===== src/rtl/core/stl_pkg.sv =====
package stl_pkg;

   localparam int MAX_PAYLOAD = 64;
   localparam int IDX_W       = $clog2(MAX_PAYLOAD);
   localparam int BYTE_W      = 8;
   localparam int SIZE_W      = 7;
   localparam int NUM_BANKS   = 2;
   localparam int BANK_W      = $clog2(NUM_BANKS);
   localparam int RAM_DEPTH   = NUM_BANKS * MAX_PAYLOAD;
   localparam int RAM_ADDR_W  = BANK_W + IDX_W;
   localparam int QUEUE_DEPTH = 2;
   localparam int QUEUE_PTR_W = $clog2(QUEUE_DEPTH);

   localparam logic [BYTE_W-1:0] SYNC_RESET = 8'd170;

   typedef struct packed {
      logic [BYTE_W-1:0] kind;
      logic [SIZE_W-1:0] size;
      logic [BANK_W-1:0] bank;
   } desc_type;

   typedef struct packed {
      logic                  en;
      logic [RAM_ADDR_W-1:0] addr;
      logic [BYTE_W-1:0]     data;
   } ram_wr_type;

   typedef struct packed {
      logic              valid;
      logic [BANK_W-1:0] bank;
   } drain_type;

endpackage


===== src/rtl/core/stl_ram.sv =====
module stl_ram #(
   parameter int WIDTH = 8,
   parameter int DEPTH = 128
) (
   input  logic                     clock,
   input  logic                     wr_en,
   input  logic [$clog2(DEPTH)-1:0] wr_addr,
   input  logic [WIDTH-1:0]         wr_data,
   input  logic                     rd_en,
   input  logic [$clog2(DEPTH)-1:0] rd_addr,
   output logic [WIDTH-1:0]         rd_data
);

   logic [WIDTH-1:0] mem [DEPTH];
   logic [WIDTH-1:0] rd_data_ff;

   always_ff @(posedge clock) begin
      if (wr_en) begin
         mem[wr_addr] <= wr_data;
      end
      if (rd_en) begin
         rd_data_ff <= mem[rd_addr];
      end
   end

   assign rd_data = rd_data_ff;

endmodule


===== src/rtl/core/stl_front.sv =====
module stl_front (
   input  logic                        clock,
   input  logic                        reset,
   input  logic [stl_pkg::BYTE_W-1:0]  sync_value,
   input  logic                        req_push,
   output logic                        req_full,
   input  logic [stl_pkg::BYTE_W-1:0]  req_rx_byte,
   input  logic                        q_full,
   input  stl_pkg::drain_type          drain,
   output stl_pkg::ram_wr_type         ram_wr,
   output logic                        desc_push,
   output stl_pkg::desc_type           desc
);
   import stl_pkg::*;

   typedef enum logic [1:0] {HUNT, KIND, SIZE, DATA} phase_type;

   phase_type              phase_ff, phase_in;
   logic [BYTE_W-1:0]      kind_ff, kind_in;
   logic [SIZE_W-1:0]      size_ff, size_in;
   logic [SIZE_W-1:0]      fill_ff, fill_in, fill_next;
   logic [BANK_W-1:0]      wbank_ff, wbank_in;
   logic [NUM_BANKS-1:0]   busy_ff, busy_in, busy_set, busy_clr;
   logic                   accept;

   assign req_full  = q_full || (phase_ff == DATA && busy_ff[wbank_ff]);
   assign accept    = req_push && !req_full;
   assign fill_next = fill_ff + 1'b1;

   always_comb begin
      phase_in    = phase_ff;
      kind_in     = kind_ff;
      size_in     = size_ff;
      fill_in     = fill_ff;
      wbank_in    = wbank_ff;
      busy_set    = '0;
      busy_clr    = '0;
      desc_push   = 1'b0;
      desc.kind   = kind_ff;
      desc.size   = size_ff;
      desc.bank   = wbank_ff;
      ram_wr.en   = 1'b0;
      ram_wr.addr = {wbank_ff, fill_ff[IDX_W-1:0]};
      ram_wr.data = req_rx_byte;
      if (accept) begin
         unique case (phase_ff)
            HUNT: begin
               if (req_rx_byte == sync_value) begin
                  phase_in = KIND;
                  fill_in  = '0;
               end
            end
            KIND: begin
               kind_in  = req_rx_byte;
               phase_in = SIZE;
            end
            SIZE: begin
               if (req_rx_byte == '0) begin
                  size_in   = '0;
                  desc.size = '0;
                  desc_push = 1'b1;
                  phase_in  = HUNT;
               end else if (req_rx_byte > BYTE_W'(MAX_PAYLOAD)) begin
                  phase_in = HUNT;
               end else begin
                  size_in  = req_rx_byte[SIZE_W-1:0];
                  fill_in  = '0;
                  phase_in = DATA;
               end
            end
            DATA: begin
               ram_wr.en = 1'b1;
               fill_in   = fill_next;
               if (fill_next == size_ff) begin
                  desc_push          = 1'b1;
                  busy_set[wbank_ff] = 1'b1;
                  wbank_in           = wbank_ff + 1'b1;
                  fill_in            = '0;
                  phase_in           = HUNT;
               end
            end
            default: phase_in = HUNT;
         endcase
      end
      busy_clr[drain.bank] = drain.valid;
      busy_in = (busy_ff & ~busy_clr) | busy_set;
   end

   always_ff @(posedge clock) begin
      if (reset) begin
         phase_ff <= HUNT;
         kind_ff  <= '0;
         size_ff  <= '0;
         fill_ff  <= '0;
         wbank_ff <= '0;
         busy_ff  <= '0;
      end else begin
         phase_ff <= phase_in;
         kind_ff  <= kind_in;
         size_ff  <= size_in;
         fill_ff  <= fill_in;
         wbank_ff <= wbank_in;
         busy_ff  <= busy_in;
      end
   end

   // a bank being drained is never overwritten
   assert property (@(posedge clock) disable iff (reset)
      ram_wr.en |-> !busy_ff[wbank_ff])
      else $error("payload write into a bank still draining");

   assert property (@(posedge clock) disable iff (reset)
      desc_push |-> !q_full)
      else $error("descriptor pushed into full queue");

   assert property (@(posedge clock) disable iff (reset)
      drain.valid |-> busy_ff[drain.bank])
      else $error("drain done for a bank that was not busy");

endmodule


===== src/rtl/core/stl_desc_queue.sv =====
module stl_desc_queue (
   input  logic              clock,
   input  logic              reset,
   input  logic              push,
   input  stl_pkg::desc_type push_desc,
   input  logic              pop,
   output logic              full,
   output logic              empty,
   output stl_pkg::desc_type head
);
   import stl_pkg::*;

   desc_type               entries_ff [QUEUE_DEPTH];
   logic [QUEUE_PTR_W-1:0] wr_ptr_ff, wr_ptr_in;
   logic [QUEUE_PTR_W-1:0] rd_ptr_ff, rd_ptr_in;
   logic [QUEUE_PTR_W:0]   count_ff, count_in;
   logic                   do_push, do_pop;

   assign full    = (count_ff == (QUEUE_PTR_W+1)'(QUEUE_DEPTH));
   assign empty   = (count_ff == '0);
   assign head    = entries_ff[rd_ptr_ff];
   assign do_push = push && !full;
   assign do_pop  = pop && !empty;

   always_comb begin
      wr_ptr_in = wr_ptr_ff;
      rd_ptr_in = rd_ptr_ff;
      count_in  = count_ff;
      if (do_push) begin
         wr_ptr_in = (wr_ptr_ff == QUEUE_PTR_W'(QUEUE_DEPTH - 1)) ? '0 : wr_ptr_ff + 1'b1;
      end
      if (do_pop) begin
         rd_ptr_in = (rd_ptr_ff == QUEUE_PTR_W'(QUEUE_DEPTH - 1)) ? '0 : rd_ptr_ff + 1'b1;
      end
      if (do_push && !do_pop) begin
         count_in = count_ff + 1'b1;
      end else if (do_pop && !do_push) begin
         count_in = count_ff - 1'b1;
      end
   end

   always_ff @(posedge clock) begin
      if (do_push) begin
         entries_ff[wr_ptr_ff] <= push_desc;
      end
      if (reset) begin
         wr_ptr_ff <= '0;
         rd_ptr_ff <= '0;
         count_ff  <= '0;
      end else begin
         wr_ptr_ff <= wr_ptr_in;
         rd_ptr_ff <= rd_ptr_in;
         count_ff  <= count_in;
      end
   end

   assert property (@(posedge clock) disable iff (reset)
      count_ff <= (QUEUE_PTR_W+1)'(QUEUE_DEPTH))
      else $error("descriptor queue count overflow");

endmodule


===== src/rtl/core/stl_back.sv =====
module stl_back (
   input  logic                           clock,
   input  logic                           reset,
   input  logic                           q_empty,
   input  stl_pkg::desc_type              q_head,
   output logic                           q_pop,
   output logic                           rd_en,
   output logic [stl_pkg::RAM_ADDR_W-1:0] rd_addr,
   input  logic [stl_pkg::BYTE_W-1:0]     rd_data,
   output stl_pkg::drain_type             drain,
   output logic                           rsp_empty,
   input  logic                           rsp_pop,
   output logic [stl_pkg::BYTE_W-1:0]     rsp_frame_kind,
   output logic [stl_pkg::SIZE_W-1:0]     rsp_frame_size,
   output logic [stl_pkg::BYTE_W-1:0]     rsp_data_value,
   output logic                           rsp_has_data,
   output logic                           rsp_last
);
   import stl_pkg::*;

   typedef enum logic {B_IDLE, B_SEND} back_state_type;

   back_state_type      state_ff, state_in;
   logic [IDX_W-1:0]    idx_ff, idx_in;
   logic                out_valid_ff, out_valid_in;
   logic [BYTE_W-1:0]   kind_ff, data_ff, data_in;
   logic [SIZE_W-1:0]   size_ff;
   logic                has_ff, has_in, last_ff, last_in;
   logic                out_free, load, is_last;

   assign out_free = !out_valid_ff || rsp_pop;
   assign is_last  = (SIZE_W'(idx_ff) + 1'b1) == q_head.size;

   always_comb begin
      state_in    = state_ff;
      idx_in      = idx_ff;
      q_pop       = 1'b0;
      rd_en       = 1'b0;
      rd_addr     = {q_head.bank, idx_ff};
      drain.valid = 1'b0;
      drain.bank  = q_head.bank;
      load        = 1'b0;
      data_in     = rd_data;
      has_in      = 1'b1;
      last_in     = is_last;
      unique case (state_ff)
         B_IDLE: begin
            if (!q_empty) begin
               if (q_head.size == '0) begin
                  if (out_free) begin
                     // empty frame
                     load    = 1'b1;
                     data_in = '0;
                     has_in  = 1'b0;
                     last_in = 1'b1;
                     q_pop   = 1'b1;
                  end
               end else begin
                  rd_en    = 1'b1;
                  rd_addr  = {q_head.bank, {IDX_W{1'b0}}};
                  idx_in   = '0;
                  state_in = B_SEND;
               end
            end
         end
         B_SEND: begin
            if (out_free) begin
               load = 1'b1;
               if (is_last) begin
                  q_pop       = 1'b1;
                  drain.valid = 1'b1;
                  state_in    = B_IDLE;
               end else begin
                  idx_in  = idx_ff + 1'b1;
                  rd_en   = 1'b1;
                  rd_addr = {q_head.bank, idx_ff + 1'b1};
               end
            end
         end
         default: state_in = B_IDLE;
      endcase
      if (load) begin
         out_valid_in = 1'b1;
      end else if (rsp_pop) begin
         out_valid_in = 1'b0;
      end else begin
         out_valid_in = out_valid_ff;
      end
   end

   always_ff @(posedge clock) begin
      if (load) begin
         kind_ff <= q_head.kind;
         size_ff <= q_head.size;
         data_ff <= data_in;
         has_ff  <= has_in;
         last_ff <= last_in;
      end
      if (reset) begin
         state_ff     <= B_IDLE;
         idx_ff       <= '0;
         out_valid_ff <= 1'b0;
      end else begin
         state_ff     <= state_in;
         idx_ff       <= idx_in;
         out_valid_ff <= out_valid_in;
      end
   end

   assign rsp_empty      = !out_valid_ff;
   assign rsp_frame_kind = kind_ff;
   assign rsp_frame_size = size_ff;
   assign rsp_data_value = data_ff;
   assign rsp_has_data   = has_ff;
   assign rsp_last       = last_ff;

   // the frame being drained keeps its descriptor at the queue head
   assert property (@(posedge clock) disable iff (reset)
      state_ff == B_SEND |-> !q_empty && q_head.size != '0)
      else $error("drain running without a descriptor");

endmodule


===== src/rtl/core/sync_type_length_deframer.sv =====
// result path: the first result of a frame reaches the rsp ports through the frame queue,
//   the first payload ram read and the output register (an empty frame skips the ram read)
// throughput: one input beat per cycle; one result beat per cycle within a frame while
//   the output is free, after a first payload read per nonempty frame; input stalls
//   while the payload bank to fill is still draining or the frame queue holds 2 frames
// reset: synchronous, clears parser, queue and drain control; payload ram is not cleared
module sync_type_length_deframer (
   input  logic                          clock,
   input  logic                          reset,
   input  logic                          req_push,
   output logic                          req_full,
   input  logic [stl_pkg::BYTE_W-1:0]    req_rx_byte,
   output logic                          rsp_empty,
   input  logic                          rsp_pop,
   output logic [stl_pkg::BYTE_W-1:0]    rsp_frame_kind,
   output logic [stl_pkg::SIZE_W-1:0]    rsp_frame_size,
   output logic [stl_pkg::BYTE_W-1:0]    rsp_data_value,
   output logic                          rsp_has_data,
   output logic                          rsp_last,
   input  logic                          csr_valid,
   output logic                          csr_ready,
   input  logic [stl_pkg::BYTE_W-1:0]    csr_sync_value
);
   import stl_pkg::*;

   logic [BYTE_W-1:0]     sync_value_ff;
   ram_wr_type            ram_wr;
   desc_type              push_desc, q_head;
   drain_type             drain;
   logic                  desc_push, q_full, q_empty, q_pop;
   logic                  rd_en;
   logic [RAM_ADDR_W-1:0] rd_addr;
   logic [BYTE_W-1:0]     rd_data;

   assign csr_ready = 1'b1;

   always_ff @(posedge clock) begin
      if (reset) begin
         sync_value_ff <= SYNC_RESET;
      end else if (csr_valid && csr_ready) begin
         sync_value_ff <= csr_sync_value;
      end
   end

   stl_front u_front (
      .clock       (clock),
      .reset       (reset),
      .sync_value  (sync_value_ff),
      .req_push    (req_push),
      .req_full    (req_full),
      .req_rx_byte (req_rx_byte),
      .q_full      (q_full),
      .drain       (drain),
      .ram_wr      (ram_wr),
      .desc_push   (desc_push),
      .desc        (push_desc)
   );

   stl_desc_queue u_queue (
      .clock     (clock),
      .reset     (reset),
      .push      (desc_push),
      .push_desc (push_desc),
      .pop       (q_pop),
      .full      (q_full),
      .empty     (q_empty),
      .head      (q_head)
   );

   stl_ram #(
      .WIDTH (BYTE_W),
      .DEPTH (RAM_DEPTH)
   ) u_payload_ram (
      .clock   (clock),
      .wr_en   (ram_wr.en),
      .wr_addr (ram_wr.addr),
      .wr_data (ram_wr.data),
      .rd_en   (rd_en),
      .rd_addr (rd_addr),
      .rd_data (rd_data)
   );

   stl_back u_back (
      .clock          (clock),
      .reset          (reset),
      .q_empty        (q_empty),
      .q_head         (q_head),
      .q_pop          (q_pop),
      .rd_en          (rd_en),
      .rd_addr        (rd_addr),
      .rd_data        (rd_data),
      .drain          (drain),
      .rsp_empty      (rsp_empty),
      .rsp_pop        (rsp_pop),
      .rsp_frame_kind (rsp_frame_kind),
      .rsp_frame_size (rsp_frame_size),
      .rsp_data_value (rsp_data_value),
      .rsp_has_data   (rsp_has_data),
      .rsp_last       (rsp_last)
   );

endmodule

===== config.mk =====
export PLATFORM = sky130hd
export DESIGN_NAME = sync_type_length_deframer
export DESIGN_NICKNAME = d
export VERILOG_FILES = /design/src/rtl/core/stl_pkg.sv /design/src/rtl/core/stl_ram.sv /design/src/rtl/core/stl_front.sv /design/src/rtl/core/stl_desc_queue.sv /design/src/rtl/core/stl_back.sv /design/src/rtl/core/sync_type_length_deframer.sv
export SDC_FILE = /design/constraint.sdc
export NUM_CORES = 2
export LEC_CHECK = 0
export BUFFER_PORTS_ARGS = -buffer_cell sky130_fd_sc_hd__buf_2
export CAP_MARGIN = 15
export CORE_MARGIN = 2
export CORE_UTILIZATION = 63
export CTS_CLUSTER_SIZE = 10
export DETAILED_ROUTE_END_ITERATION = 10
export PLACE_DENSITY = 0.85
export SYNTH_ARGS = -nofsm -noshare
export SYNTH_HDL_FRONTEND = slang
export SYNTH_HIERARCHICAL = 1
export SYNTH_SLANG_ARGS = --single-unit

===== constraint.sdc =====
create_clock -name clock -period 7.2 [get_ports clock]
set_clock_uncertainty 0.1 [all_clocks]
set_input_delay 0.36 -clock clock [delete_from_list [all_inputs] [get_ports clock]]
set_output_delay 0.36 -clock clock [all_outputs]
set_load 0.005 [all_outputs]

Word-level counts from Yosys, hierarchy flattened:

Memory sizes are Yosys's and may differ from the RTL's. A register that Yosys moved wholly into a read port is not among the register bits.
Index checks and enable logic that the tools add are counted.

* output and inout bits: 28
* word-level logic and storage cells: 161
* RAM bits: 1056
* memories kept: 2
* flip-flop bits (word level): 72

Memories
* u_payload_ram.mem: depth 128, bits a word 8, read ports 1, clocked after memory_dff 1, wr ports 1, line stl_ram.sv:14 `logic [WIDTH-1:0] mem [DEPTH];`
* u_queue.entries_ff: depth 2, bits a word 16, read ports 1, clocked after memory_dff 1, wr ports 1, line stl_desc_queue.sv:13 `desc_type entries_ff [QUEUE_DEPTH];`

* bitwise logic cells: 6
* order comparisons: 5
* add/sub/neg operators: 8
* reductions and logical operators: 30
* mux-type cells: 76
* eq/ne operators: 16

Operators with widths (number)
* 7-bit 2-to-1 mux: 9
* 6-bit 2-to-1 mux: 8
* 1-bit 2-to-1 mux: 35
* 8-bit 2-to-1 mux: 4
* 7-bit one-hot mux with 3 select lines: 1
* 2-bit 2-to-1 mux: 9
* 7-bit == test: 2
* 2-bit != test, second input constant: 7
* 7-bit one-hot mux with 2 select lines: 1
* 6-bit one-hot mux with 2 select lines: 1
* 1-bit one-hot mux with 2 select lines: 5
* 3-bit AND reduction: 3
* 8-bit == test: 1
* 8-bit by 7-bit > comparator with 1-bit output, second input constant: 1
* 1-bit logical AND: 8
* 8-bit logical NOT: 1
* 2-bit one-hot mux with 4 select lines: 1
* 6-bit by 1-bit adder with 7-bit output, second input constant: 1
* 7-bit by 1-bit adder with 7-bit output, second input constant: 1
* 7-bit logical NOT: 1
* 6-bit by 1-bit adder with 6-bit output, second input constant: 1
* 2-bit == test, second input constant: 3
* 1-bit logical NOT: 6
* 5-bit AND reduction: 1
* 19 further kinds: 30

Logic depth before layout (Yosys ltp):

* depth in word-level cells: 12
* depth in mapped cells: 17
* depth with buffers taken out: 12

Hierarchy:

Netlist, hierarchy kept.

Modules (own cells, without submodules)
* stl_ram: area an instance 39745.6 um2, times used 1, cells an instance 1635
* stl_front: area an instance 1821.7 um2, times used 1, cells an instance 215
* stl_back: area an instance 1605.3 um2, times used 1, cells an instance 142
* stl_desc_queue: area an instance 1368.8 um2, times used 1, cells an instance 75
* sync_type_length_deframer: area an instance 307.8 um2, times used 1, cells an instance 28

Least setup slack after synthesis:

No wires, ideal clock.

* path kind: flip-flop to flip-flop
* from: register with a tool-made name
* to: register u_payload_ram.rd_data_ff[0], in the netlist u_payload_ram/rd_data[0], read port of u_payload_ram.mem (data pin)
* buffers on the path: 4
* stages on the path, launching flop included: 15
* setup time: 0.260 ns
* data required time: 6.840 ns
* setup slack: 2.139 ns
* data arrival time: 4.701 ns
* period minus slack after synthesis: 5.061 ns
* path through: dfxtp_1 -> buf_2 -> buf_2 -> mux2_2 -> or4_1 -> nor4_1 -> or3_1 -> o21ai_4 -> mux2i_1 -> clkbuf_1 -> buf_1 -> mux4_2 -> mux4_2 -> mux4_2 -> mux2_2

RTL lines
* end, declared: line stl_ram.sv:15 `logic [WIDTH-1:0] rd_data_ff;`

==> results.py <==
metrics = {
    "final_layout": {
        "finalNonFillerCells": 3191,
        "fillers": 3541,
        "nNetsFinal": 2237,
        "layout-drive-gt1-share_pct": 28.2,
        "area_growth_syn_to_layout_pct": 11.5,
    },
    "placement": {
        "io_buffers": 47,
        "placed_cells": 2989,
        "gp_congestion": 0.887,
        "dp_hpwl_um": 60800,
    },
    "timing": {
        "max_freq_mhz": 156,
        "post-route-period-util_pct": 88.9,
        "slew_viol_final": 0,
        "worstMarginPinSlew_ns": 1.28,
        "setup_viol": 0,
        "setup_tns_ns": 0,
        "rsz0062_at_grt": "false",
        "fin_crit_ns": 6.40,
        "slew_headroom_pct": 14.7,
        "hold_violations": 0,
    },
    "logic_synthesis": {
        "ys_ff_latch": 1137,
        "syn_nets": 2119,
        "yosys.area.top_type": "edfxtp_1",
        "ys_seq_area_share_pct": 75.1,
        "yosysWarnings": 6,
        "syn_avg_cell_area_um2": 21.4,
        "yosys-top-cells-area": "edfxtp_1, mux4_2, dfxtp_1",
        "synth.cell_area_um2": 44800,
        "synth_edf_count": 1089,
        "yosysTopAreaCellShare_pct": 72.9,
        "ys_types": 75,
        "synth_ff_type": "edfxtp_1",
        "async_flop_share_pct": 0,
        "syn_inst": 2095,
    },
    "setup_path": {
        "required_ns": 7.55,
        "arrival_ns": 6.75,
        "rr_worst_depth": 12,
        "ff2ff_setup_slack_ns": 0.80,
        "cp_slowest_cell": "dfxtp_1",
        "slowest_delay_ns": 0.77,
        "cp_max_fo": 55,
        "cp_cell_sequence": "mux2_2 > or4_1 > nor4_1 > or3_1 > o21ai_4 > mux2i_4 > buf_12 > buf_12 > mux4_2 > mux4_2 > mux4_2 > mux2_2",
        "crit_type": "flop to flop",
        "cpMostUsedCell": "mux4_2",
        "start_kind": "flop",
        "endpoint_kind": "flop",
        "rr_endpoint": "u_payload_ram/rd_data[2]$_DFFE_PP_",
    },
    "hold_path": {
        "min_from": "csr_valid",
        "min_to": "sync_value_ff[6]$_SDFFE_PP0P_",
        "holdPathStages": 3,
        "hold_class": "input pin to flop",
    },
    "drt": {
        "drt-initial-drc-count": 4127,
        "vias": 23700,
        "drt-vias-per-instance": 7.41,
        "wl_per_cell_um": 36.7,
        "dr.pass1.iters": 10,
        "drt-total-wl_um": 117000,
        "drc": 2,
        "ant_nets": 0,
    },
    "grt": {
        "antenna_found_initial": 5,
        "grt_max_degree": 102,
        "grt_pass1_wl_um": 171000,
        "grtUsageTotal_pct": 32.8,
        "grt_overflow_total": 0,
        "grt_pass1_vias": 24000,
    },
    "floorplan": {
        "die_w_um": 271,
        "core_um2": 70300,
        "rows": 97,
        "io_pins": 49,
        "dieArea_um2": 73300,
        "dieHeight_um": 271,
        "start_util_pct": 63.8,
    },
    "outcome": {
        "status": "finished, violations left",
        "violations": "DRC",
    },
    "cts": {
        "clk_pin_slew_worst_paths_ns": 0.06,
        "h-tree-depth": 4,
        "ctsResizeCount": 0,
        "cts.hold.buffers_added": 19,
        "cts_tree": "done",
        "clk_latency_ns": 0.73,
        "root_buffer": "clkbuf_16",
        "cts.sink_count": 1137,
        "postCtsSetupRepairBufs": 0,
        "cts_max_path_buffers": 3,
        "cts_buffers": 132,
    },
    "pwr": {
        "power_uw": 13300,
        "p_leak_uw": 0.0150,
        "vdd_drop_max_mv": 0.195,
        "cellPowerDensity_nw_per_um2": 267,
    },
    "job": {
        "maxCapViolCount": 0,
    },
}
report_power, final:
group | leakage, uW | switching [uW] | total (uW) | internal, uW
clock network | 0.00177 | 2530 | 5940 | 3410
registers | 0.0102 | 5.62 | 7250 | 7240
logic | 0.00308 | 131 | 160 | 29.5
total | 0.0150 | 2670 | 13300 | 10700
worst max path at each step:
stage | slack [ns] | to | depth (start not counted)
finish | 0.80 | u_payload_ram/rd_data[2]$_DFFE_PP_ | 12
global route | 0.48 | u_payload_ram/rd_data[2]$_DFFE_PP_ | 12
CTS | 0.76 | u_payload_ram/rd_data[2]$_DFFE_PP_ | 12
detailed placement | 0.98 | u_payload_ram/rd_data[1]$_DFFE_PP_ | 12
global placement | 1.11 | u_payload_ram/rd_data[1]$_DFFE_PP_ | 12
floorplan | 2.14 | u_payload_ram/rd_data[0]$_DFFE_PP_ | 14
sequential cells by signal (all words and copies together) (netlist names), 6 cells and up, named ones only:
name                   flops
u_back/rsp_frame_kind      8
u_payload_ram/mem       1024
u_payload_ram/rd_data      8
sync_value_ff              8
u_queue/entries_ff        32
u_front/fill_ff            7
u_front/size_ff            7
u_back/rsp_frame_size      7
u_back/rsp_data_value      8
u_front/kind_ff            8
u_back/idx_ff              6
cell families after synthesis:
logic type	count (synthesis)	share of synthesized area (%)
XOR/XNOR	22	0.463
buffers and inverters	141	1.60
AO/OA/AOI/OAI	83	1.36
adder cells (fa/ha/maj)	3	0.0837
flip-flops	1137	75.1
other	1	0.00836
multiplexers	375	17.8
AND/OR/NAND/NOR	333	3.60
cell usage after synthesis (14+ instances only):
library cell and n:
nor2b_1 20, clkbuf_1 50, mux2i_1 14, a21oi_1 20
buf_4 30, nand3_1 22, edfxtp_1 1089, dfxtp_1 48
xor2_1 16, buf_2 23, nor2_1 151, inv_1 14
buf_1 18, nand2_1 46, nor3_1 20, mux4_2 336
mux2_2 24
through the flow:
stage | hold slack (ns) | area, um^2 | util (%) | setup slack (ns)
floorplan | 0.325 | 44800 | - | 2.14
detailed placement | 0.344 | 46100 | 65.5 | 0.977
CTS | 0.000671 | 49900 | 71.0 | 0.761
global route | 0.0436 | 50000 | 71.2 | 0.484
finish | 0.0573 | 50000 | 71.2 | 0.803
global placement | 0.334 | 46100 | 65.5 | 1.11
worst max-delay path, delay by kind of cell (launching register included):
kind	cells	cell delay (ns)
mux	6	2.83
simple gates	3	1.28
buf+inv	2	0.83
flops	1	0.77
compound gates	1	0.22
cell type report:
| class | instances | area (um^2) | share of cell area, % |
|---|---|---|---|
| inverter | 14 | 52.6 | 0.105 |
| clock inverter | 10 | 133 | 0.265 |
| sequential | 1137 | 33700 | 67.3 |
| timing repair buffer | 111 | 936 | 1.87 |
| clock buffer | 160 | 3510 | 7.03 |
| multi-input combinational | 817 | 10500 | 21.1 |
| tap | 940 | 1180 | 2.35 |
| antenna | 2 | 5.00 | 0.0100 |
cell usage in the layout, fill, tap and decap left out, types with 6 or more instances in the layout:
cell,n
clkbuf_16,137
nor2_1,151
clkbuf_1,23
o21ai_0,8
dfxtp_1,48
nand2_1,44
a211o_1,7
dlygate4sd3_1,19
o22ai_1,7
buf_4,34
nand4_1,9
a21oi_1,20
nor3_1,16
and2_1,10
nor2b_1,20
mux2_2,24
buf_6,8
nand2b_1,10
buf_12,10
mux2i_1,13
edfxtp_1,1089
xor2_1,16
mux4_2,336
nand3_1,22
nor3_2,6
buf_2,40
inv_1,14
clkinv_8,6
nor3b_1,6
layer usage:
layer	up-vias	GRT usage, %	wire length [um]
li1	8875	-	-
met1	12100	43.7	39800
met2	2243	50.8	56500
met3	405	10.0	15300
met4	4	14.4	5370
met5	-	0	30
(Power assumes the default switching activity.)
